File: config.mk
export PLATFORM = sky130hd
export DESIGN_NAME = mm_mac
export DESIGN_NICKNAME = d
export VERILOG_FILES = /design/src/sv/mm_pkg.sv /design/src/sv/mm_mac.sv
export SDC_FILE = /design/constraint.sdc
export NUM_CORES = 1
export LEC_CHECK = 0
export BUFFER_PORTS_ARGS = -buffer_cell sky130_fd_sc_hd__buf_2
export CAP_MARGIN = 5
export CORE_ASPECT_RATIO = 1.1
export CORE_MARGIN = 4
export CORE_UTILIZATION = 30
export CTS_BUF_LIST = sky130_fd_sc_hd__clkbuf_8 sky130_fd_sc_hd__clkbuf_16
export DETAILED_ROUTE_END_ITERATION = 7
export HOLD_SLACK_MARGIN = 0.03
export MAX_ROUTING_LAYER = met4
export PLACE_DENSITY_LB_ADDON = 0.15
export SYNTH_ARGS = -nofsm -noshare
export SYNTH_HDL_FRONTEND = slang
export SYNTH_SLANG_ARGS = --single-unit
export TNS_END_PERCENT = 1
File: constraint.sdc
create_clock -name clk -period 6.05 [get_ports clk]
set_input_delay 0.605 -clock clk [delete_from_list [all_inputs] [get_ports clk]]
set_output_delay 0.605 -clock clk [all_outputs]
set_load 0.05 [all_outputs]
File: src/sv/mm_pkg.sv
// Shared types and constants for the matrix product block.
package mm_pkg;

  localparam int IDX_W        = 4;
  localparam int ELEM_W       = 16;
  localparam int PROD_W       = 32;
  localparam int VAL_W        = 36;
  localparam int CFG_W        = 5;
  localparam int CFG_IDX_W    = 2;
  localparam int RESULT_LIMIT = 16;

  localparam int DEF_MAX_ROWS  = 16;
  localparam int DEF_MAX_INNER = 16;
  localparam int DEF_MAX_COLS  = 16;

  localparam logic [CFG_IDX_W-1:0] REG_A_ROWS    = 2'd0;
  localparam logic [CFG_IDX_W-1:0] REG_INNER_LEN = 2'd1;
  localparam logic [CFG_IDX_W-1:0] REG_B_COLS    = 2'd2;

  typedef enum logic [1:0] {
    CMD_LOAD_A = 2'd0,
    CMD_LOAD_B = 2'd1,
    CMD_ROW    = 2'd2
  } cmd_t;

  // Tag that travels with each multiply term down the pipeline
  typedef struct packed {
    logic             valid;
    logic             first;
    logic             last;
    logic             row_last;
    logic [IDX_W-1:0] row;
    logic [IDX_W-1:0] col;
  } mm_tag_t;

endpackage

File: src/sv/mm_mac.sv
// Multiply-accumulate pipeline: product register, accumulator and result registers.
module mm_mac import mm_pkg::*; (
  input  logic                    clk,
  input  logic                    rst,
  input  mm_tag_t                 tag,
  input  logic [ELEM_W-1:0]       rdata_a,
  input  logic [ELEM_W-1:0]       rdata_b,
  output logic                    pipe_busy,
  output logic                    valid,
  output logic [IDX_W-1:0]        out_row,
  output logic [IDX_W-1:0]        out_col,
  output logic signed [VAL_W-1:0] out_value,
  output logic                    row_last
);

  mm_tag_t                  tag1;
  mm_tag_t                  tag2;
  logic signed [PROD_W-1:0] prod;
  logic signed [VAL_W-1:0]  acc;
  logic signed [VAL_W-1:0]  acc_next;
  logic signed [VAL_W-1:0]  prod_ext;

  // Align the tag with the read data
  always_ff @(posedge clk) begin
    if (rst) begin
      tag1.valid <= 1'b0;
      tag2.valid <= 1'b0;
    end else begin
      tag1.valid <= tag.valid;
      tag2.valid <= tag1.valid;
    end
    tag1.first    <= tag.first;
    tag1.last     <= tag.last;
    tag1.row_last <= tag.row_last;
    tag1.row      <= tag.row;
    tag1.col      <= tag.col;
    tag2.first    <= tag1.first;
    tag2.last     <= tag1.last;
    tag2.row_last <= tag1.row_last;
    tag2.row      <= tag1.row;
    tag2.col      <= tag1.col;
  end

  always_ff @(posedge clk) begin
    prod <= $signed(rdata_a) * $signed(rdata_b);
  end

  assign prod_ext = VAL_W'(prod);
  assign acc_next = tag2.first ? prod_ext : acc + prod_ext;

  always_ff @(posedge clk) begin
    if (rst) begin
      valid    <= 1'b0;
      row_last <= 1'b0;
    end else begin
      valid    <= tag2.valid & tag2.last;
      row_last <= tag2.valid & tag2.last & tag2.row_last;
    end
    if (tag2.valid) begin
      acc <= acc_next;
    end
    if (tag2.valid && tag2.last) begin
      out_row <= tag2.row;
      out_col <= tag2.col;
    end
  end

  assign out_value = acc;
  assign pipe_busy = tag1.valid | tag2.valid;

endmodule

==> run summary, run 1 <==
The layout overhead on the synthesized area is 18.3%. The routed wire length came out at ~36 mm. The net count of the finished layout is 2171.

The final RePlAce weighted congestion is 0.847. TritonCTS built the clock tree. The run finished with clean final reports. Of all nets on the critical path, the largest fanout is 7. Setup violations remaining at the end of the flow were counted as 0. The deepest clock path buffer count is 2. In the synthesized netlist the async set-or-reset flop fraction comes to 0.

The cell class contributing the biggest share of worst-path delay is adder cells. The net count after synthesis is around 2.0k. The antenna diode instance count is 0. Final hold analysis gives a worst-case slack of 0.330 ns. In this run the number of H-tree levels came out at 3. The area enclosed by the die boundary came out at 0.0526 sq mm. The initial core utilization is 0.306.

The largest single stage delay on the critical path is between 0.5 and 0.6 ns. The total overflow reported by the global router came out at 0. The register clock-pin slew on the reported worst setup and hold paths is 0.07 ns. The die boundary width is roughly 220 um. The number of standard-cell rows in the floorplan is 84. The class of the most critical hold timing path is reg2reg. The total of buffers placed on input and output ports is 92.

The first-pass GRT wire length is about 60 mm. Counting instances in the post-synthesis netlist gives the leading cell types as 331 x sky130_fd_sc_hd__inv_1, 263 x sky130_fd_sc_hd__fa_1, 169 x sky130_fd_sc_hd__nand2_1, 124 x sky130_fd_sc_hd__and2_1, 117 x sky130_fd_sc_hd__ha_1. The number of pins with negative max-slew slack in the final report came out at 0. The via density per instance is approximately 4.4. The number of filler cells placed in the layout is approximately 5.0k. The worst setup path is launched from an input pin. The leading cell type by number of instances after synthesis is sky130_fd_sc_hd__inv_1. The share of synthesized area in the top cell type comes to 0.358. Synthesis handed over a netlist of about 1.6k instances. The average routed wire per standard cell is between 10 and 15 um. The maximum number of pins on one net before global-route repair came out at 42. The tree is rooted in a sky130_fd_sc_hd__clkbuf_16. The multi-input combinational cells in the finished layout cover a total of between 0.01 and 0.015 sq mm. The number of iterations in the first detailed-routing pass is 6.

The via count of the first global-routing pass came out at between 10k and 15k. The mean cell area of the mapped netlist came out at ~9.5 sq um. The number of design-rule violations left by the first detailed-router iteration is 431.

The area of the placeable core is approximately 0.048 sq mm. The critical path data arrival time is approximately 6.2 ns. The cell area after technology mapping came out at around 0.015 sq mm. The detail route stage leaves a number of antenna-violating nets equal to 0.

The share of cells above drive strength 1 came out at 0.171. During synthesis, Yosys emitted a total of 0 warnings. The register area is approximately 0.0025 sq mm. At the worst endpoint, the required time is 6.31 ns.

Setup repair after global routing could not meet its margin everywhere. The worst setup path is captured at a flop. Across the routed clock network, the largest skew measured is about 0.015 ns. The highest clock frequency the design can meet came out at 169 MHz. In the routed design, unresolved DRC markers number 0. The worst path in the final design needs a cycle of 5.93 ns, including I/O delays and setup. In the synthesized netlist the dominant register cell turns out to be sky130_fd_sc_hd__dfxtp_1. The number of synthesized register bits came out at slightly above 100. Counting every sink on the clock net gives between 100 and 150. The clock network latency to the later pin of the worst-skew pair came out at between 0.3 and 0.4 ns. By area the synthesized netlist is led by sky130_fd_sc_hd__fa_1 36%, sky130_fd_sc_hd__ha_1 10%, sky130_fd_sc_hd__edfxtp_1 9.0%. The number of synthesized flops with an enable pin came out at 44. Of all cell types, the one taking the most synthesized area is sky130_fd_sc_hd__fa_1. Max-cap violations in this run came to 0. The relative slew slack came out at 0.333. The worst setup path is of the in2reg kind. The combined buffer and inverter count along the critical path is 6. 93 I/O pins were placed. The routed layout has approximately 11k vias.

The initial antenna violation count is 0. Dividing the final minimum period by the clock period gives 0.981. Detailed placement ended at an HPWL of around 32 mm.

The slowest stage of the critical path is the sky130_fd_sc_hd__or4b_4 cell. The number of different library cells used by synthesis comes to 66. TritonCTS created 9 clock buffers. The final count of hold timing violations is 0. Across every metal layer, demand over resource in global routing totals 0.145. The most prevalent standard cell on the critical path is sky130_fd_sc_hd__fa_1. The die span in y came out at between 200 and 250 um. The sequential cell area fraction in the yosys report came out at 0.169.

Traced cell by cell, the critical path runs through buf_12 -> buf_2 -> and2_4 -> fa_1 -> inv_1 -> fa_1 -> fa_1 -> inv_1 -> fa_1 -> fa_1 -> inv_1 -> fa_1 -> inv_1 -> ha_4 -> a21oi_2 -> o41ai_2 -> or4b_4 -> o211ai_1 -> a21boi_2 -> o21ai_2 -> or4b_4 -> o311ai_4. The transition time at the pin with the least slew margin is about 1 ns.
state kept, by name (all words and copies together), names as in the netlist:
name,count
tag1,12
valid,1
row_last,1
tag2,12
out_col,4
out_row,4
out_value,36
prod,32
area by class of cell:
class	instances	share of cell area
multi-input combinational	1069	0.628
sequential	102	0.143
clock inverter	7	0.00568
timing repair buffer	232	0.0931
inverter	331	0.0714
tap	645	0.0464
clock buffer	9	0.0129
placed cells by master, fill, tap and decap left out, types with 39 or more instances in the layout:
master / count
sky130_fd_sc_hd__a21oi_1: 52
sky130_fd_sc_hd__and2_1: 119
sky130_fd_sc_hd__buf_2: 76
sky130_fd_sc_hd__buf_4: 141
sky130_fd_sc_hd__dfxtp_1: 56
sky130_fd_sc_hd__edfxtp_1: 44
sky130_fd_sc_hd__fa_1: 255
sky130_fd_sc_hd__ha_1: 113
sky130_fd_sc_hd__inv_1: 324
sky130_fd_sc_hd__nand2_1: 167
sky130_fd_sc_hd__xnor2_1: 39
per-stage QoR:
step                instance area (sq um)  std cells  TNS [ns]   util  setup WS, ns
finish                              17400       2395         0  0.361         0.117
global route                        17400       2395   -0.0468  0.361       -0.0421
CTS                                 17200       2391         0  0.357       0.00452
detailed placement                  16800       2375     -1.77  0.350        -0.390
global placement                    16800       2375     -1.08  0.350        -0.266
floorplan                           14700       1555         0      -       0.00410
repair_timing:
| action | in CTS | in global routing |
|---|---|---|
| setup endpoints to repair | 1 | 6 |
| hold buffers | 0 | 0 |
| gates resized for setup | 1 | 68 |
| pin swaps | 0 | 31 |
| buffers inserted | 0 | 4 |
layer usage:
metal | vias to the layer above | routed length [um] | track usage
met1 | 5135 | 17600 | 0.203
met2 | 134 | 16700 | 0.237
met5 | - | 0 | -
met4 | 0 | 231 | 0.0203
met3 | 15 | 1040 | 0.0131
li1 | 5238 | - | -
final timing paths:
check,cells after the start,to,start,slack (ns)
max,22,prod[23]$_DFF_P_,rdata_b[5],0.12
max reg2reg,10,out_value[31]$_DFFE_PP_,out_value[18]$_DFFE_PP_,2.73
min,0,tag2[4]$_DFF_P_,tag1[4]$_DFF_P_,0.33
min reg2reg,0,tag2[4]$_DFF_P_,tag1[4]$_DFF_P_,0.33
kinds of logic after synthesis:
logic type               after synthesis  share of synthesized area
flip-flops                           102                      0.169
AO/OA/AOI/OAI                        220                     0.0997
AND/OR/NAND/NOR                      408                      0.139
buffers and inverters                384                     0.0982
multiplexers                           6                    0.00425
XOR/XNOR                              55                     0.0327
adder cells (fa/ha/maj)              380                      0.457
Power of run 1 is not shown: default switching activity piles up to over one toggle a cycle in this logic, so the estimate is an artifact.
==> run 2: changes to the inputs <==
--- a/config.mk
+++ b/config.mk
@@ -15,6 +15,7 @@
 export HOLD_SLACK_MARGIN = 0.03
 export MAX_ROUTING_LAYER = met4
 export PLACE_DENSITY_LB_ADDON = 0.15
+export RECOVER_POWER = 25
 export SYNTH_ARGS = -nofsm -noshare
 export SYNTH_HDL_FRONTEND = slang
 export SYNTH_SLANG_ARGS = --single-unit
==> run 2 against run 1 <==
Compared with the run above:
- the run now ends with capacitance limit, slew limit left
- core utilization barely moved
- setup slack barely moved
- count of clock-buffer cells in the layout did not move
- register-to-register slack barely moved
- clock skew fell by 0.0015 ns
- global-route usage did not move
- hold slack did not move
- first-iteration DRC count rose by 1.4%
- critical path depth did not move
- die area did not move
- critical endpoint unchanged
- largest cell class unchanged
- highest routed layer unchanged
==> run summary, run 2 (same netlist as run 1, synthesis figures left out) <==
The run finished, with violations left. The final reports fail on capacitance limit, slew limit. The maximum number of pins on one net before global-route repair is 42 (unchanged).

The post-layout minimum cycle time came out at 5.93 ns (-0.000419 ns). The cell count after placement came out at 2375 (unchanged). The number of pins with negative max-slew slack in the final report is 39 (+39). The estimated wirelength of the detail-placed design is 31.6 mm (unchanged). The remaining antenna violation count after routing is 0 (unchanged). The deepest clock path buffer count is 2 (unchanged). The net count of the finished layout is 2171 (unchanged). The clock network latency to the later pin of the worst-skew pair came out at 0.36 ns (about the same). The largest stage delay on the critical path was 0.55 ns (about the same). TritonCTS built the clock tree. The DRC violations left is 0 (unchanged). The antenna diode instance count is 0 (unchanged). Among the stages of the critical path, the cell type that occurs most often is sky130_fd_sc_hd__fa_1. The initial antenna violation count came out at 0 (unchanged). The worst-case setup margin in the final layout is 0.118 ns (+0.000419 ns). The routed wire length came out at 35.6 mm (about the same). The class of the most critical hold timing path is reg2reg. The total overflow reported by the global router came out at 0 (unchanged). The highest clock frequency the design can meet is 169 MHz (about the same). Walking the worst path, the cells encountered are buf_12 -> buf_2 -> and2_4 -> fa_1 -> inv_1 -> fa_1 -> fa_1 -> inv_1 -> fa_1 -> fa_1 -> inv_1 -> fa_1 -> inv_1 -> ha_4 -> a21oi_2 -> o41ai_2 -> or4b_4 -> o211ai_1 -> a21boi_2 -> o21ai_2 -> or4b_4 -> o311ai_4. The number of iterations in the first detailed-routing pass came out at 4 (-2). The transition time at the pin with the least slew margin came out at 1.86 ns (+0.857 ns). The die span in y is 240 um (unchanged). The worst setup path is captured at a flop. The initial core utilization is 0.306 (unchanged). The number of standard-cell rows in the floorplan is 84 (unchanged).

The number of buffers created by CTS came out at 9 (unchanged). The via count of the first global-routing pass is 11.5k (unchanged). The final RePlAce weighted congestion is 0.847 (unchanged). The global-route usage over all layers is 0.145 (unchanged). Leaving out fill and tap cells, the most frequent cells in the layout are 324 x sky130_fd_sc_hd__inv_1, 255 x sky130_fd_sc_hd__fa_1, 167 x sky130_fd_sc_hd__nand2_1.

The number of ports placed on the die boundary is 93 (unchanged). The first-pass GRT wire length is 60.5 mm (unchanged). Setup repair after global routing could not meet its margin everywhere. The average routed wire per standard cell is 14.9 um (about the same). The number of design-rule violations left by the first detailed-router iteration was 437 (+1.4%). The critical path startpoint category is an input pin. The CTS H-tree depth came out at 3 (unchanged). The relative slew slack came out at -0.240 (-0.573). The critical-path maximum fanout came to 7 (unchanged). The critical path is of the in2reg type.

The data required time at the worst endpoint came out at 6.31 ns (about the same). The share of cells above drive strength 1 is 0.170 (-0.00114). The register clock-pin slew on the reported worst setup and hold paths is 0.07 ns (about the same). The number of setup violations in the final report came out at 0 (unchanged). The share of the clock period used by the worst path is 0.981 (about the same). The number of sinks on the clock net is 102 (unchanged).

The layout overhead on the synthesized area is 18.2% (about the same). For this design, the slowest cell found on the critical path is sky130_fd_sc_hd__or4b_4. The final count of hold timing violations is 0 (unchanged).

The count of placed standard cells in the final layout, fillers left out came out at 2395 (unchanged). The worst slack at placement came out at -0.390 ns (unchanged). The clock tree skew after final layout is 0.0133 ns (-0.00150 ns). The cell class contributing the biggest share of worst-path delay is adder cells.

The area enclosed by the die boundary came out at 0.0526 sq mm (unchanged). Clock tree synthesis selected as its root buffer the cell sky130_fd_sc_hd__clkbuf_16. The number of vias after detailed routing was 10.5k (+0.11%). The combined buffer and inverter count along the critical path came out at 6 (unchanged). The reported max-cap violation count came to 1 (+1).

The die boundary width is 219 um (unchanged). The via density per instance is 4.40 (+0.11%). The critical path data arrival time came out at 6.19 ns (about the same). The area of the placeable core was 0.0481 sq mm (unchanged).

Leaving out fill and tap cells, the most frequent cell in the layout is sky130_fd_sc_hd__inv_1. The total of buffers placed on input and output ports is 92 (unchanged). The number of flip-flops under the largest register name is 36 (unchanged).
==> run 2: repair_timing <==
item / in CTS / in global routing
setup endpoints to repair: 1 / 6
resized for setup: 1 / 68
setup buffers: 0 / 4
hold buffers: 0 / 0
pin swaps: 0 / 31
==> run 2: path summary, 6_finish.rpt <==
check	from	end	slack, ns	cells after the start
setup / recovery	rdata_b[5]	prod[23]$_DFF_P_	0.12	22
hold / removal	tag1[4]$_DFF_P_	tag2[4]$_DFF_P_	0.33	0
setup reg to reg	out_value[18]$_DFFE_PP_	out_value[31]$_DFFE_PP_	2.72	10
hold reg to reg	tag1[4]$_DFF_P_	tag2[4]$_DFF_P_	0.33	0
==> run 2: layout make-up <==
| type | instances | area (sq um) |
|---|---|---|
| fill | 5034 | 30700 |
| tap | 645 | 807 |
| timing repair buffer | 232 | 1620 |
| inverter | 331 | 1240 |
| clock inverter | 7 | 98.8 |
| multi-input combinational | 1069 | 10900 |
| clock buffer | 9 | 225 |
| sequential | 102 | 2480 |
==> run 2: stage by stage <==
| stage | utilization | cell area (sq um) | hold WS [ns] | TNS (ns) |
|---|---|---|---|---|
| floorplan | - | 14700 | 0.310 | 0 |
| global placement | 0.350 | 16800 | 0.311 | -1.08 |
| detailed placement | 0.350 | 16800 | 0.312 | -1.77 |
| CTS | 0.357 | 17200 | 0.330 | 0 |
| global route | 0.361 | 17400 | 0.331 | -0.0468 |
| finish | 0.361 | 17400 | 0.330 | 0 |
==> run 2: worst register-to-register path, cell delays in order (launching register included) <==
cell	delay, ns
sky130_fd_sc_hd__edfxtp_1	0.42
sky130_fd_sc_hd__ha_1	0.44
sky130_fd_sc_hd__a21o_1	0.22
sky130_fd_sc_hd__a21o_1	0.21
sky130_fd_sc_hd__a2111oi_0	0.66
sky130_fd_sc_hd__o211ai_2	0.24
sky130_fd_sc_hd__a21oi_1	0.33
sky130_fd_sc_hd__o21ai_1	0.16
sky130_fd_sc_hd__a21oi_1	0.20
sky130_fd_sc_hd__or4b_1	0.13
sky130_fd_sc_hd__nand4_1	0.08
==> run 2: layer usage <==
layer,track usage,routed length (um),vias to the layer above
met3,0.0131,1010,14
met1,0.203,17700,5152
met2,0.237,16700,130
li1,-,-,5238
met5,-,0,-
met4,0.0203,242,0
Power of run 2 is left out for the same reason.
==> run 3: changes to the inputs <==
--- a/config.mk
+++ b/config.mk
@@ -19,4 +19,3 @@
 export SYNTH_ARGS = -nofsm -noshare
 export SYNTH_HDL_FRONTEND = slang
 export SYNTH_SLANG_ARGS = --single-unit
-export TNS_END_PERCENT = 1
==> constraint.sdc (replaced) <==
create_clock -name clk -period 5.1 [get_ports clk]
set_input_delay 0.51 -clock clk [delete_from_list [all_inputs] [get_ports clk]]
set_output_delay 0.51 -clock clk [all_outputs]
set_load 0.05 [all_outputs]
==> run 3 against run 2 <==
Compared with the run above:
- the run ends with capacitance limit, slew limit, setup timing left
- largest cell class unchanged
- non-clock buffer count grew 46
- first-iteration DRC count shrank 13%
- sequential share of layout area shrank 0.59 points
- setup slack lost 0.67 ns
- clock skew shrank 0.00067 ns
- critical path type unchanged
- via count grew 2.0%
- flip-flop and latch count is the same
==> run summary, run 3 (same netlist as run 1, synthesis figures left out) <==
The die boundary width is 219 um (unchanged). In the finished design, the share of the clock period the worst path needs comes to 1.11. The DRC violations left is 0 (unchanged). The remaining antenna violation count after routing is 0 (unchanged). The met2 wire length came out at 16.9 mm (+1.2%). The critical-path maximum fanout came out at 8 (+1). The deepest clock path buffer count came out at 2 (unchanged). The final count of hold timing violations is 0 (unchanged). The via count of the first global-routing pass is 11.6k (+1.2%). The number of standard-cell rows in the floorplan was 84 (unchanged). The final core area utilization came out at 0.377 (+0.0156). The length in cells of the worst reg-to-reg path came out at 10 (unchanged). The routed wire length is 36.1 mm (+1.3%). The worst slack at placement came to -1.05 ns (-0.660 ns). The total of buffers placed on input and output ports is 92 (unchanged). The clock tree skew after final layout came out at 0.0126 ns (-0.000671 ns). The average routed wire per standard cell came out at 14.8 um (-0.58%).

The final reports fail on capacitance limit, slew limit, setup timing. The sum of negative setup slack came out at -4.29 ns (-4.29 ns). In the layout the commonest cells are 314 x sky130_fd_sc_hd__inv_1, 249 x sky130_fd_sc_hd__fa_1, 172 x sky130_fd_sc_hd__buf_4. The estimated wirelength of the detail-placed design came to 31.9 mm (+0.96%). The final RePlAce weighted congestion is 0.832 (-1.7%).

The antenna diode instance count came to 0 (unchanged). The initial antenna violation count is 0 (unchanged). The instance area at placement came out at 0.0173 sq mm (+2.5%). The hold-critical path depth came out at 1 (+1).

The die span in y was 240 um (unchanged). The number of sinks on the clock net is 102 (unchanged). The number of design-rule violations left by the first detailed-router iteration came out at 379 (-13%). The net count of the finished layout is 2217 (+2.1%). The post-layout minimum cycle time is between 5 and 6 ns. Signal routing reaches up to met4. The number of pins with negative max-slew slack in the final report is 39 (unchanged).

The CTS H-tree depth came out at 3 (unchanged). The area enclosed by the die boundary came to 0.0526 sq mm (unchanged). The critical path startpoint category is an input pin. The critical path data arrival time is 5.91 ns (-0.28 ns). The initial core utilization is 0.306 (unchanged). The type of the worst setup path is in2reg.

The worst setup path is captured at a flop. The library cell used as clock root buffer is sky130_fd_sc_hd__clkbuf_16. In this run the critical register-to-register path is launched from out_value[18]$_DFFE_PP_. The share of cells above drive strength 1 is 0.218 (+0.0480).

The number of buffers created by CTS came out at 9 (unchanged). The first-pass GRT wire length came out at 61.0 mm (+0.87%). The total length of routed met3 wires came to 757 um (-25%).

The number of vias after detailed routing was 10.7k (+2.0%). The total routed wire length on the met1 layer is 18.1 mm (+2.4%). The global-route usage over all layers came to 0.146 (+0.00126). The number of flip-flops under the largest register name is 36 (unchanged). TritonCTS built the clock tree. The post-layout instance area is 0.0181 sq mm (+4.3%). The slack of the worst reg-to-reg path is 1.77 ns (-0.95 ns). The clock network latency to the later pin of the worst-skew pair is 0.35 ns (about the same).

The data required time at the worst endpoint came out at 5.36 ns (-0.95 ns). The number of iterations in the first detailed-routing pass came out at 5 (+1). The register clock-pin slew on the reported worst setup and hold paths is 0.07 ns (about the same).

The number of hold-repair buffers added at the cts stage is 0 (unchanged). For this run, the top clock speed supported by timing is roughly 180 MHz. The number of ports placed on the die boundary came out at 93 (unchanged). The tightest min-delay check is of the in2reg type. The endpoint of the worst register-to-register path is out_value[31]$_DFFE_PP_. The maximum number of pins on one net before global-route repair came out at 73 (+74%). The most common cell after layout, fill and taps aside is sky130_fd_sc_hd__inv_1. From synthesis to final layout, the design area changed by 23.4%.

Setup repair after global routing could not meet its margin everywhere. The total overflow reported by the global router was 0 (unchanged). The via density per instance is 4.40 (about the same).

The start point of the worst min-delay path is tag[9]. The path with the worst hold slack has its endpoint at tag1[9]$_DFF_P_. The area of the placeable core is 0.0481 sq mm (unchanged).

The number of setup violations in the final report is 16 (+16). The transition time at the pin with the least slew margin came out at 1.84 ns (-0.0188 ns). The run finished, with violations left. The worst-case setup margin in the final layout is -0.553 ns (-0.671 ns). The reported max-cap violation count came to 1 (unchanged).

The relative slew slack is -0.228 (+0.0125).
[run 3: cell types whose count changed in the layout (fill, tap and decap cells not counted), sizes merged]
cell  change
buf      +46
[run 3: stage by stage]
step | instances | hold slack [ns]
floorplan | 1555 | 0.310
global placement | 2410 | 0.311
detailed placement | 2410 | 0.313
CTS | 2440 | 0.247
global route | 2441 | 0.249
finish | 2441 | 0.263
[run 3: critical path, cell delays in order]
cell	delay, ns
sky130_fd_sc_hd__buf_12	0.11
sky130_fd_sc_hd__and2_4	0.16
sky130_fd_sc_hd__fa_1	0.54
sky130_fd_sc_hd__inv_2	0.04
sky130_fd_sc_hd__fa_2	0.54
sky130_fd_sc_hd__fa_1	0.43
sky130_fd_sc_hd__inv_2	0.08
sky130_fd_sc_hd__fa_2	0.44
sky130_fd_sc_hd__fa_1	0.50
sky130_fd_sc_hd__inv_2	0.04
sky130_fd_sc_hd__fa_1	0.49
sky130_fd_sc_hd__inv_2	0.05
sky130_fd_sc_hd__ha_4	0.23
sky130_fd_sc_hd__nand4_1	0.14
sky130_fd_sc_hd__o41ai_2	0.09
sky130_fd_sc_hd__or4b_4	0.51
sky130_fd_sc_hd__o211ai_1	0.22
sky130_fd_sc_hd__a21boi_2	0.09
sky130_fd_sc_hd__o21ai_2	0.12
sky130_fd_sc_hd__or4b_4	0.47
sky130_fd_sc_hd__o311ai_2	0.09
[run 3: final cells by class]
type / instances / area [sq um]
clock inverter: 7 / 100
tap: 645 / 807
fill: 4990 / 30000
multi-input combinational: 1069 / 11200
clock buffer: 9 / 225
sequential: 102 / 2480
timing repair buffer: 278 / 2110
inverter: 331 / 1250
[run 3: timing repair]
action,CTS,global route
endpoints found under the setup margin,17,19
gates cloned,0,0
buffers inserted,15,6
pin swaps,70,41
resized for setup,109,28
[run 3: metal layers]
metal,up-vias,global-route usage
met3,15,0.00796
li1,5326,-
met2,131,0.241
met1,5269,0.206
met5,-,-
met4,0,0.0220
[run 3: how the worst max path moves through the flow]
stage,start,to,slack [ns],cells after the start
4_1_cts,rdata_a[5],prod[23]$_DFF_P_,-0.59,21
6_report,rdata_b[5],prod[23]$_DFF_P_,-0.55,21
2_1_floorplan,rdata_a[7],prod[23]$_DFF_P_,-0.69,22
3_5_place_dp,rdata_a[8],prod[23]$_DFF_P_,-1.05,21
3_3_place_gp,rdata_b[1],prod[23]$_DFF_P_,-1.02,24
5_1_grt,rdata_b[6],prod[23]$_DFF_P_,-0.73,21
Power of run 3 is left out for the same reason.
