File: config.mk
export PLATFORM = sky130hd
export DESIGN_NAME = mm_ctrl
export DESIGN_NICKNAME = d
export VERILOG_FILES = /design/src/sv/mm_pkg.sv /design/src/sv/mm_ctrl.sv
export SDC_FILE = /design/constraint.sdc
export NUM_CORES = 1
export LEC_CHECK = 0
export BUFFER_PORTS_ARGS = -buffer_cell sky130_fd_sc_hd__buf_2
export CAP_MARGIN = 20
export CORE_MARGIN = 2
export CORE_UTILIZATION = 50
export CTS_BUF_LIST = sky130_fd_sc_hd__clkbuf_8
export DETAILED_ROUTE_END_ITERATION = 10
export GPL_TIMING_DRIVEN = 0
export PLACE_DENSITY = 0.95
export SYNTH_ARGS = -nofsm -noshare
export SYNTH_HDL_FRONTEND = slang
export SYNTH_SLANG_ARGS = --single-unit
File: constraint.sdc
create_clock -name clk -period 3 [get_ports clk]
set_input_delay 0.6 -clock clk [delete_from_list [all_inputs] [get_ports clk]]
set_output_delay 0.6 -clock clk [all_outputs]
set_load 0.01 [all_outputs]
File: src/sv/mm_pkg.sv
// Shared types and constants for the matrix product block.
package mm_pkg;

  localparam int IDX_W        = 4;
  localparam int ELEM_W       = 16;
  localparam int PROD_W       = 32;
  localparam int VAL_W        = 36;
  localparam int CFG_W        = 5;
  localparam int CFG_IDX_W    = 2;
  localparam int RESULT_LIMIT = 16;

  localparam int DEF_MAX_ROWS  = 16;
  localparam int DEF_MAX_INNER = 16;
  localparam int DEF_MAX_COLS  = 16;

  localparam logic [CFG_IDX_W-1:0] REG_A_ROWS    = 2'd0;
  localparam logic [CFG_IDX_W-1:0] REG_INNER_LEN = 2'd1;
  localparam logic [CFG_IDX_W-1:0] REG_B_COLS    = 2'd2;

  typedef enum logic [1:0] {
    CMD_LOAD_A = 2'd0,
    CMD_LOAD_B = 2'd1,
    CMD_ROW    = 2'd2
  } cmd_t;

  // Tag that travels with each multiply term down the pipeline
  typedef struct packed {
    logic             valid;
    logic             first;
    logic             last;
    logic             row_last;
    logic [IDX_W-1:0] row;
    logic [IDX_W-1:0] col;
  } mm_tag_t;

endpackage

File: src/sv/mm_ctrl.sv
// Command decode, configuration registers and term sequencer for a row request.
module mm_ctrl import mm_pkg::*; #(
  parameter int MAX_ROWS  = DEF_MAX_ROWS,
  parameter int MAX_INNER = DEF_MAX_INNER,
  parameter int MAX_COLS  = DEF_MAX_COLS,
  localparam int A_DEPTH  = MAX_ROWS * MAX_INNER,
  localparam int B_DEPTH  = MAX_INNER * MAX_COLS,
  localparam int A_AW     = (A_DEPTH > 1) ? $clog2(A_DEPTH) : 1,
  localparam int B_AW     = (B_DEPTH > 1) ? $clog2(B_DEPTH) : 1,
  localparam int LW       = (MAX_INNER > 1) ? $clog2(MAX_INNER) : 1
) (
  input  logic                 clk,
  input  logic                 rst,
  input  logic                 accept,
  input  logic [1:0]           cmd,
  input  logic [IDX_W-1:0]     row_idx,
  input  logic [IDX_W-1:0]     col_idx,
  input  logic [ELEM_W-1:0]    elem_value,
  input  logic                 wr_en,
  input  logic [CFG_IDX_W-1:0] wr_idx,
  input  logic [CFG_W-1:0]     wr_data,
  output logic                 we_a,
  output logic [A_AW-1:0]      waddr_a,
  output logic                 we_b,
  output logic [B_AW-1:0]      waddr_b,
  output logic [ELEM_W-1:0]    wdata,
  output logic [A_AW-1:0]      raddr_a,
  output logic [B_AW-1:0]      raddr_b,
  output mm_tag_t              tag,
  output logic                 running
);

  typedef enum logic [1:0] {
    ST_IDLE = 2'b01,
    ST_RUN  = 2'b10
  } state_t;

  function automatic logic [8:0] clamp_dim(input logic [CFG_W-1:0] v, input int hi);
    int r;
    if (v == '0) begin
      r = 1;
    end else if (int'(v) > hi) begin
      r = hi;
    end else begin
      r = int'(v);
    end
    return 9'(r);
  endfunction

  state_t           state;
  state_t           state_next;
  logic [CFG_W-1:0] a_rows;
  logic [CFG_W-1:0] inner_len;
  logic [CFG_W-1:0] b_cols;
  logic [8:0]       rows_c;
  logic [8:0]       inner_c;
  logic [8:0]       cols_c;
  logic [IDX_W-1:0] row;
  logic [LW-1:0]    inner_m1;
  logic [IDX_W-1:0] cols_m1;
  logic [LW-1:0]    l_cnt;
  logic [IDX_W-1:0] j_cnt;
  logic             l_end;
  logic             j_end;
  logic             start_row;

  always_ff @(posedge clk) begin
    if (rst) begin
      a_rows    <= CFG_W'(16);
      inner_len <= CFG_W'(16);
      b_cols    <= CFG_W'(16);
    end else if (wr_en) begin
      unique case (wr_idx)
        REG_A_ROWS:    a_rows    <= wr_data;
        REG_INNER_LEN: inner_len <= wr_data;
        REG_B_COLS:    b_cols    <= wr_data;
        default: ;
      endcase
    end
  end

  always_comb begin
    rows_c  = clamp_dim(a_rows, MAX_ROWS);
    inner_c = clamp_dim(inner_len, MAX_INNER);
    cols_c  = clamp_dim(b_cols, MAX_COLS);
    if (cols_c > 9'(RESULT_LIMIT)) begin
      cols_c = 9'(RESULT_LIMIT);
    end
  end

  // Loads write straight into the stores at accept
  always_comb begin
    we_a    = accept && (cmd == CMD_LOAD_A) && (int'(row_idx) < MAX_ROWS)
              && (int'(col_idx) < MAX_INNER);
    we_b    = accept && (cmd == CMD_LOAD_B) && (int'(row_idx) < MAX_INNER)
              && (int'(col_idx) < MAX_COLS);
    waddr_a = A_AW'(int'(row_idx) * MAX_INNER + int'(col_idx));
    waddr_b = B_AW'(int'(row_idx) * MAX_COLS + int'(col_idx));
    wdata   = elem_value;
  end

  assign start_row = accept && (cmd == CMD_ROW) && ({5'b0, row_idx} < rows_c);
  assign l_end     = (l_cnt == inner_m1);
  assign j_end     = (j_cnt == cols_m1);

  always_comb begin
    state_next = state;
    unique case (state)
      ST_IDLE: begin
        if (start_row) begin
          state_next = ST_RUN;
        end
      end
      ST_RUN: begin
        if (l_end && j_end) begin
          state_next = ST_IDLE;
        end
      end
      default: state_next = ST_IDLE;
    endcase
  end

  always_ff @(posedge clk) begin
    if (rst) begin
      state <= ST_IDLE;
    end else begin
      state <= state_next;
    end
  end

  always_ff @(posedge clk) begin
    if (start_row) begin
      row      <= row_idx;
      inner_m1 <= LW'(inner_c - 9'd1);
      cols_m1  <= IDX_W'(cols_c - 9'd1);
      l_cnt    <= '0;
      j_cnt    <= '0;
    end else if (state == ST_RUN) begin
      // Advance inner index, wrap to the next column
      if (l_end) begin
        l_cnt <= '0;
        j_cnt <= j_cnt + 1'b1;
      end else begin
        l_cnt <= l_cnt + 1'b1;
      end
    end
  end

  always_comb begin
    raddr_a      = A_AW'(int'(row) * MAX_INNER + int'(l_cnt));
    raddr_b      = B_AW'(int'(l_cnt) * MAX_COLS + int'(j_cnt));
    tag.valid    = (state == ST_RUN);
    tag.first    = (l_cnt == '0);
    tag.last     = l_end;
    tag.row_last = l_end && j_end;
    tag.row      = row;
    tag.col      = j_cnt;
  end

  assign running = (state == ST_RUN);

endmodule

==> metrics.cfg, run 1 <==
[clocking]
cts_buffer_depth = 2
cts_hold_buffers = 0
clockRootBuffer = clkbuf_8
cts_tree = built
clk_latency_ns = 0.29
cts_setup_buffers = 0
clock_sinks = 37
cts-htree-levels = 2
path_clk_slew_ns = 0.07
ctsResizeCount = 0
cts_made_buffers = 5

[timing]
tns_ns = 0
whs_ns = 0.529
slew_viol_final = 0
tightest_slew_ns = 0.491
relSlewSlack_pct = 67.1
rsz0062_at_grt = false
fin_crit_ns = 2.38
finalCritPeriodShare_pct = 79.4
fmax_mhz = 420
finalSetupViolCount = 0
final-hold-violation-count = 0
fin_ws_ns = 0.617
skew_ns = 0.00436

[route]
postRouteAntennaNets = 0
totalWireLength_mm = 3.95
vias_per_cell = 4.81
dr.pass1.iters = 4
wl_per_cell_um = 11.4
vias = 1665
drcViolationCount = 0
drtIter0Drc = 86

[synthesis]
yosysTopAreaCell = dfxtp_1
synth_fp_nets = 255
synth_edf_count = 12
synth_cell_types = 37
synth.area.top_cells = dfxtp_1 (24%), edfxtp_1 (17%), buf_4 (17%)
yosysWarningCount = 0
synth_common_cells = buf_4 (46), dfxtp_1 (25), nor2_1 (16)
synthFlopType = dfxtp_1
synth.most_common_cell = buf_4
ys_async_sr_fraction_pct = 0
yosysTopAreaCellShare_pct = 24.3
avgSynthCellArea_um2 = 9.82
synth_seq_cells = 37
synth_cells = 210
syn_area_um2 = 2060
ys_seq_area_share_pct = 41.7

[power]
p_sw_share_pct = 22.4
power_density_nw_per_um2 = 434
p_total_mw = 1.14
vdd_drop_max_mv = 0.287
leakage_nw = 1.29
p_comb_share_pct = 13.7
p_clk_share_pct = 38.4
internal-power_mw = 0.887
switchingPower_mw = 0.256
seqPwrFrac_pct = 47.8

[global_route]
grt.overflow.total = 0
grt_pass1_wl_mm = 6.16
grt_pass1_vias = 1410
grt_usage_pct = 17.9
grt_max_degree = 22
antenna_found_initial = 0

[cells_and_area]
drive_gt1_share_pct = 46.6
final_nets = 340
diodes = 0
syn_to_final_growth_pct = 27.6
post-route-util_pct = 66.3
layoutNonFillerInstCount = 346
finalInstanceArea_um2 = 2630

[min_path]
hp-class = reg2reg

[floorplan]
die_h_um = 68.2
core_um2 = 3970
die_area_um2 = 4660
placementRows = 23
fp.dieW_um = 68.2
io_pins = 100
start_util_pct = 52.0

[placement]
placed_area_um2 = 2520
io_buffers = 78
dp_hpwl_mm = 3.08
dp_slack_ns = 0.744
gp_congestion = 0.746
place_inst = 338

[setup_path]
start_kind = register
path_delay_family = flip-flops
critPathMaxFanout = 10
end_kind = output port
critical_path_class = reg2out
critPathBufInv = 2
cp_common_cell = buf_2
worstPathCellList = xnor2_1 -> nand4_2 -> buf_2 -> nor2_1 -> buf_2
crit_required_ns = 2.40
slowest_delay_ns = 0.48
arrival_ns = 1.78
crit_path_top_delay_cell = dfxtp_1

[outcome]
status = completed

[run]
maxCapViolCount = 0

[metal layers]
metal / vias up / track usage, % / share of wire, %
met4: 0 / 6.50 / 0.94
li1: 845 / - / -
met3: 3 / 6.58 / 7.3
met5: - / 0 / 0
met1: 759 / 19.1 / 40
met2: 58 / 32.2 / 52
[kinds of logic (layout without fill, tap and decap cells)]
family	after synthesis	after routing	share of synthesized area, %
simple gates	59	59	15.9
buf+inv	59	145	19.2
flops	37	37	41.7
compound gates	25	25	8.19
mux	12	12	5.82
xor+xnor	10	10	4.24
fa+ha+maj	8	8	4.85
[area by class of cell]
cell class                 count  area (um2)
fill                         323        1340
sequential                    37         861
multi-input combinational    114         806
timing repair buffer          78         390
buffer                        51         367
clock buffer                   6        82.6
tap                           50        62.6
clock inverter                 2        33.8
inverter                       8        30.0
[state kept, by name (all words and copies together) (netlist names), 4 cells and up]
signal	count
row	4
l_cnt	4
inner_m1	4
j_cnt	4
a_rows	5
b_cols	5
cols_m1	4
inner_len	5
[path summary, 6_finish.rpt]
kind         cells past startpoint     endpoint  slack (ns)      start
max                              5       tag[8]        0.62   l_cnt[3]
min reg2reg                      1    b_cols[4]        0.53  b_cols[4]
min                              1    b_cols[4]        0.53  b_cols[4]
max reg2reg                      7  inner_m1[2]        0.98  a_rows[4]
[power by group through the flow]
stage / clock, mW / combinational (mW) / sequential, mW
2_1_floorplan: 0 / 0.103 / 0.556
3_3_place_gp: 0 / 0.154 / 0.557
3_5_place_dp: 0 / 0.159 / 0.558
4_1_cts: 0.454 / 0.159 / 0.547
5_1_grt: 0.472 / 0.175 / 0.549
6_report: 0.439 / 0.157 / 0.547
[layout by cell type, fill, tap and decap left out, types with 2 or more instances in the layout]
cell type   n
nand4_1     2
mux2i_1    12
nand2b_1    8
buf_2      80
edfxtp_1   12
nand3b_1    4
clkbuf_8    6
dfxtp_1    25
nor2_1     16
o21ai_0     4
nor3b_1     3
nand2_1     9
ha_1        8
buf_4      46
nor3_1      2
a31oi_1     2
o21bai_1    2
clkbuf_1    3
or3_1       3
o31ai_1     3
nand3_1     5
a211o_1     3
inv_1       7
a21oi_1     7
xnor2_1    10
[worst reg2reg max path: cells and delay by family (launching register included)]
kind | cells | cell delay [ns]
buf+inv | 2 | 0.55
compound gates | 3 | 0.45
flops | 1 | 0.30
fa+ha+maj | 1 | 0.29
simple gates | 1 | 0.08
No activity file was read; power rests on OpenSTA's default activity.
==> run 2: changes to the inputs <==
- CORE_UTILIZATION: 50 -> 43
- PLACE_DENSITY: 0.95 -> 0.87
- clock period: 3 -> 2.02 ns (I/O delays scaled with it)
==> metrics.cfg, run 2 (synthesis gave the netlist of run 1 again) <==
[outcome]
status = completed  ; unchanged

[floorplan]
die_h_um = 73.3  ; was 68.2 um
die_area_um2 = 5370  ; was 4660 um2
start_util_pct = 44.3  ; was 52.0%
core_um2 = 4660  ; was 3970 um2
placementRows = 25  ; was 23
io_pins = 100  ; unchanged
fp.dieW_um = 73.3  ; was 68.2 um

[timing]
tns_ns = 0  ; unchanged
tightest_slew_ns = 0.551  ; was 0.491 ns
whs_ns = 0.347  ; was 0.529 ns
finalCritPeriodShare_pct = 97.0
relSlewSlack_pct = 63.1  ; was 67.1%
fin_crit_ns = 1.96
fmax_mhz = 511
skew_ns = 0.00290  ; was 0.00436 ns
final-hold-violation-count = 0  ; unchanged
finalSetupViolCount = 0  ; unchanged
slew_viol_final = 0  ; unchanged

[route]
wl_per_cell_um = 12.2  ; was 11.4 um
drtIter0Drc = 70  ; was 86
dr.pass1.iters = 6  ; was 4
vias = 1690  ; was 1665
vias_per_cell = 4.81  ; about the same
drcViolationCount = 0  ; unchanged
totalWireLength_mm = 4.29  ; was 3.95 mm
postRouteAntennaNets = 0  ; unchanged

[cells_and_area]
syn_to_final_growth_pct = 30.6  ; was 27.6%
diodes = 0  ; unchanged
layout_commonest_cell = buf_2  ; unchanged
final_nets = 341  ; was 340
mostFrequentLayoutCells = buf_2 (78), buf_4 (49), dfxtp_1 (21)  ; was buf_2 (80), buf_4 (46), dfxtp_1 (25)
n_fill_cell = 409  ; was 323
largestRegisters = a_rows (5), b_cols (5), inner_len (5)  ; unchanged
drive_gt1_share_pct = 50.5  ; was 46.6%
finalInstanceArea_um2 = 2700  ; was 2630 um2
post-route-util_pct = 57.8  ; was 66.3%
multi_input_area_um2 = 843  ; was 806 um2
ff_latch_area_um2 = 866  ; was 861 um2

[setup_path]
crit_required_ns = 1.62  ; was 2.40 ns
r2r_cells = 7  ; unchanged
critical_path_class = reg2out  ; unchanged
crit_start = inner_m1[0]  ; was l_cnt[3]
rrSetupSlack_ns = 0.14  ; was 0.98 ns
path_delay_family = flip-flops  ; unchanged
critPathMaxFanout = 10  ; unchanged
crit_path_top_delay_cell = edfxtp_1  ; was dfxtp_1
worstSetupPathDepth = 5  ; unchanged
crit_path_end = tag[8]  ; unchanged
critPathBufInv = 2  ; unchanged
slowest_delay_ns = 0.43  ; was 0.48 ns
r2r-end = inner_m1[1]  ; was inner_m1[2]
arrival_ns = 1.55  ; was 1.78 ns
end_kind = output port  ; unchanged
worstPathCellList = xnor2_2 -> nand4_2 -> buf_4 -> nor2_4 -> buf_2  ; was xnor2_1 -> nand4_2 -> buf_2 -> nor2_1 -> buf_2
start_kind = register  ; unchanged
r2r-start = a_rows[4]  ; unchanged

[min_path]
hp-start = row_idx[2]  ; was b_cols[4]
hp-class = in2reg  ; was reg2reg

[clocking]
clk_latency_ns = 0.29  ; about the same
cts-htree-levels = 2  ; unchanged
clock_sinks = 37  ; unchanged
path_clk_slew_ns = 0.07  ; about the same
cts_buffer_depth = 2  ; unchanged
cts_hold_buffers = 0  ; unchanged
cts_tree = built  ; unchanged
clockRootBuffer = clkbuf_8  ; unchanged
cts_made_buffers = 5  ; unchanged

[placement]
io_buffers = 78  ; unchanged
placed_area_um2 = 2520  ; about the same
dp_hpwl_mm = 3.22  ; was 3.08 mm
gp_congestion = 0.754  ; was 0.746

[global_route]
grt.overflow.total = 0  ; unchanged
grt_pass1_vias = 1465  ; was 1410
grt_usage_pct = 15.7  ; was 17.9%
grt_max_degree = 22  ; unchanged
grt_pass1_wl_mm = 6.49  ; was 6.16 mm
antenna_found_initial = 0  ; unchanged

[run]
maxCapViolCount = 0  ; unchanged

[power]
leakage_nw = 1.31  ; was 1.29 nW
vdd_drop_max_mv = 0.340  ; was 0.287 mV
power_density_nw_per_um2 = 627  ; was 434 nW/um2

==> run 2: changes by cell type in the layout (fill, tap and decap cells not counted), moves of 2 or more <==
cell     previous run  this run
dfxtp_1            25        21
dfxtp_2             0         4
xnor2_1            10         6
xnor2_2             0         4
buf_4              46        49
buf_2              80        78
==> run 2: worst min path at each step <==
stage / end / slack (ns) / cells after the start
after floorplan: a_rows[0] / 0.45 / 2
after global placement: a_rows[0] / 0.47 / 2
after detailed placement: a_rows[0] / 0.48 / 2
after CTS: row[2] / 0.33 / 1
after global routing: row[2] / 0.34 / 1
final: row[2] / 0.35 / 1
==> run 2: layout make-up <==
type	instances	area share, %
well taps	54	2.51
plain buffers	50	13.8
repair buffers	80	15.0
inverters	8	1.16
flip-flops and latches	37	32.1
clock inverters	3	1.53
clock buffers	5	2.55
multi-input cells	114	31.3
==> run 2: layer usage <==
metal	up-vias	global-route usage (%)	share of wire (%)
met3	8	4.66	5.3
met4	0	8.02	1.9
li1	846	-	-
met5	-	0	0
met1	786	17.8	41
met2	50	26.4	52
==> run 2: repair_timing <==
item / CTS / global route
pin swaps: 0 / 1
setup endpoints to repair: 2 / 23
setup buffers: 0 / 2
resized for setup: 7 / 8
endpoints found under the hold margin: 0 / 0
==> run 2: report_power, final <==
group / total [mW] / internal (mW) / switching [mW]
logic: 0.243 / 0.134 / 0.109
registers: 0.815 / 0.792 / 0.0233
clock network: 0.630 / 0.363 / 0.267
==> run 2: through the flow <==
stage	setup WS, ns	power, mW	instances
finish	0.0616	1.69	351
global route	-0.00928	1.75	351
CTS	-0.0419	1.69	350
detailed placement	-0.0601	1.07	342
global placement	-0.0278	1.06	342
floorplan	0.245	0.979	210
==> run 3: changes to the inputs <==
- ABC_AREA: default -> 1
- CORE_UTILIZATION: 43 -> 44
- PLACE_DENSITY: 0.87 -> 0.9
==> metrics.cfg, run 3 <==
[synthesis]
synth_edf_count = 12  ; unchanged
synth.most_common_cell = nand2_1  ; was buf_4
synth_common_cells = nand2_1 (58), buf_4 (46), inv_1 (36)  ; was buf_4 (46), dfxtp_1 (25), nor2_1 (16)
synth.area.top_cells = dfxtp_1 (23%), edfxtp_1 (16%), buf_4 (16%)  ; was dfxtp_1 (24%), edfxtp_1 (17%), buf_4 (17%)
synth_cells = 287  ; was 210
yosysTopAreaCell = dfxtp_1  ; unchanged
avgSynthCellArea_um2 = 7.75  ; was 9.82 um2
syn_area_um2 = 2220  ; was 2060 um2
synth_cell_types = 23  ; was 37
synth_seq_cells = 37  ; unchanged
yosysWarningCount = 0  ; unchanged
synth_fp_nets = 332  ; was 255
synthFlopType = dfxtp_1  ; unchanged
yosysTopAreaCellShare_pct = 22.5  ; was 24.3%
ys_seq_area_share_pct = 38.7  ; was 41.7%
ys_async_sr_fraction_pct = 0  ; unchanged

[global_route]
grt_pass1_vias = 1683  ; was 1465
grt_max_degree = 19  ; was 22
antenna_found_initial = 0  ; unchanged
grt_usage_pct = 16.1  ; was 15.7%
grt.overflow.total = 0  ; unchanged
grt_pass1_wl_mm = 6.94  ; was 6.49 mm

[clocking]
cts_buffer_depth = 2  ; unchanged
clk_latency_ns = 0.29  ; about the same
clockRootBuffer = clkbuf_8  ; unchanged
cts_setup_buffers = 0  ; unchanged
clock_sinks = 37  ; unchanged
cts_made_buffers = 5  ; unchanged
path_clk_slew_ns = 0.08  ; was 0.07 ns
cts_tree = built  ; unchanged
cts_hold_buffers = 0  ; unchanged
cts-htree-levels = 2  ; unchanged

[cells_and_area]
diodes = 0  ; unchanged
mostFrequentLayoutCells = buf_2 (79), nand2_1 (57), buf_4 (46)  ; was buf_2 (78), buf_4 (49), dfxtp_1 (21)
n_fill_cell = 437  ; was 409
layout_commonest_cell = buf_2  ; unchanged
largestRegisters = a_rows (5), b_cols (5), inner_len (5)  ; unchanged
layoutNonFillerInstCount = 442  ; was 351
drive_gt1_share_pct = 41.3  ; was 50.5%
final_nets = 419  ; was 341
syn_to_final_growth_pct = 26.4  ; was 30.6%
post-route-util_pct = 58.7  ; was 57.8%

[setup_path]
end_kind = output port  ; unchanged
start_kind = register  ; unchanged
slowest_delay_ns = 0.44  ; was 0.43 ns
crit_path_top_delay_cell = dfxtp_1  ; was edfxtp_1
worstPathCellList = inv_2 -> nand2_2 -> nand2_2 -> inv_2 -> nand2_2 -> nor2_8 -> nand2_2 -> inv_1 -> buf_2  ; was xnor2_2 -> nand4_2 -> buf_4 -> nor2_4 -> buf_2
crit_start = l_cnt[2]  ; was inner_m1[0]
path_delay_family = simple AND/OR/NAND/NOR gates  ; was flip-flops
critical_path_class = reg2out  ; unchanged
arrival_ns = 1.47  ; was 1.55 ns
r2r_cells = 12  ; was 7
critPathBufInv = 4  ; was 2
crit_required_ns = 1.62  ; about the same
cp_common_cell = nand2_2
critPathMaxFanout = 8  ; was 10
r2r-end = cols_m1[1]  ; was inner_m1[1]
rrSetupSlack_ns = 0.20  ; was 0.14 ns
r2r-start = a_rows[2]  ; was a_rows[4]

[route]
met3_length_um = 174  ; was 228 um
dr.pass1.iters = 4  ; was 6
drtIter0Drc = 61  ; was 70
totalWireLength_mm = 4.34  ; was 4.29 mm
wl_per_cell_um = 9.83  ; was 12.2 um
postRouteAntennaNets = 0  ; unchanged
vias_per_cell = 4.39  ; was 4.81
vias = 1942  ; was 1690
route.met2.wl_mm = 2.19  ; was 2.21 mm
m1WireLength_mm = 1.86  ; was 1.77 mm
top_layer = met4  ; unchanged
drcViolationCount = 0  ; unchanged

[timing]
fin_crit_ns = 1.88  ; was 1.96 ns
whs_ns = 0.318  ; was 0.347 ns
finalCritPeriodShare_pct = 93.0  ; was 97.0%
final-hold-violation-count = 0  ; unchanged
relSlewSlack_pct = 75.3  ; was 63.1%
fin_ws_ns = 0.142  ; was 0.0616 ns
skew_ns = 0.00485  ; was 0.00290 ns
fmax_mhz = 533  ; was 511 MHz
slew_viol_final = 0  ; unchanged
finalSetupViolCount = 0  ; unchanged
tightest_slew_ns = 0.371  ; was 0.551 ns

[power]
leakage_nw = 1.50  ; was 1.31 nW
internal-power_mw = 1.15  ; was 1.29 mW
vdd_drop_max_mv = 0.343  ; was 0.340 mV
seqPwrFrac_pct = 51.7  ; was 48.3%
switchingPower_mw = 0.409  ; was 0.400 mW
p_total_mw = 1.56  ; was 1.69 mW
p_comb_share_pct = 16.2  ; was 14.4%
power_density_nw_per_um2 = 556  ; was 627 nW/um2
p_clk_share_pct = 32.2  ; was 37.3%
p_sw_share_pct = 26.2  ; was 23.7%

[min_path]
hp-start = rst  ; was row_idx[2]
hp-class = in2reg  ; unchanged
hold_path_depth = 2  ; was 1
worst_hold_path.endpoint = state[1]  ; was row[2]

[placement]
place_inst = 433  ; was 342
dp_hpwl_mm = 3.44  ; was 3.22 mm
io_buffers = 79  ; was 78
dp_slack_ns = -0.0166  ; was -0.0601 ns
gp_congestion = 0.814  ; was 0.754

[floorplan]
placementRows = 25  ; unchanged
io_pins = 100  ; unchanged
die_area_um2 = 5640  ; was 5370 um2
die_h_um = 75.1  ; was 73.3 um
core_um2 = 4790  ; was 4660 um2
fp.dieW_um = 75.1  ; was 73.3 um
start_util_pct = 46.5  ; was 44.3%

[run]
maxCapViolCount = 0  ; unchanged

[outcome]
status = completed  ; unchanged

run 3: changes by cell type after synthesis, sizes merged, moves of 5 or more:
| cell | delta |
|---|---|
| o21ai | +12 |
| nand2b | -8 |
| mux2i | -12 |
| nand2 | +54 |
| xor2 | +5 |
| nor2 | +16 |
| nand3 | +9 |
| xnor2 | -6 |
| inv | +35 |
run 3: how the worst max path moves through the flow:
stage                              to  slack (ns)  depth (start not counted)
after floorplan            cols_m1[0]        0.21                         12
after global placement     cols_m1[1]        0.01                         12
after detailed placement   cols_m1[1]       -0.02                         12
after CTS                 inner_m1[0]        0.08                         12
after global routing           row[0]       -0.02                         12
final                          tag[8]        0.14                          9
run 3: power by group through the flow:
| stage | clock network, mW | registers (mW) | logic [mW] |
|---|---|---|---|
| after floorplan | 0 | 0.824 | 0.164 |
| after global placement | 0 | 0.824 | 0.241 |
| after detailed placement | 0 | 0.826 | 0.249 |
| after CTS | 0.517 | 0.809 | 0.252 |
| after global routing | 0.542 | 0.812 | 0.284 |
| final | 0.503 | 0.808 | 0.253 |
run 3: metal layers:
metal / vias up / track usage, %
met5: - / 0
met4: 0 / 8.53
met3: 13 / 3.75
met2: 47 / 27.1
met1: 852 / 19.0
li1: 1030 / -
run 3: cell type report:
class	count	area, um2	area share, %
clock buffer	5	68.8	2.45
buffer	47	349	12.4
sequential	37	861	30.6
timing repair buffer	79	395	14.1
tap	67	83.8	2.98
clock inverter	3	16.3	0.579
timing repair inverter	1	8.76	0.312
multi-input combinational	161	866	30.8
inverter	42	163	5.79
run 3: per-stage QoR:
step	cell area, um2	setup TNS (ns)
6_report	2810	0
5_1_grt	2810	-0.102
4_1_cts	2790	0
3_5_place_dp	2700	-0.194
3_3_place_gp	2700	0
2_1_floorplan	2220	0
run 3: worst reg2reg max path: cells and delay by family (launching register included):
kind / cells / cell delay [ns]
adder cells (fa/ha/maj): 1 / 0.26
buffers and inverters: 2 / 0.16
flip-flops: 1 / 0.33
AND/OR/NAND/NOR: 9 / 0.83
run 3: kinds of logic (layout without fill, tap and decap cells):
logic type	count (synthesis)	after routing	synth area share (%)
adder cells (fa/ha/maj)	8	8	4.50
flip-flops	37	37	38.7
XOR/XNOR	9	9	3.55
buffers and inverters	89	177	22.8
AO/OA/AOI/OAI	29	29	7.43
AND/OR/NAND/NOR	115	115	23.0
run 3: timing repair:
item                                    in CTS  in global routing
gates cloned                                 0                  1
gates resized for setup                      1                  7
pin swaps                                    0                  1
endpoints found under the setup margin      12                 14
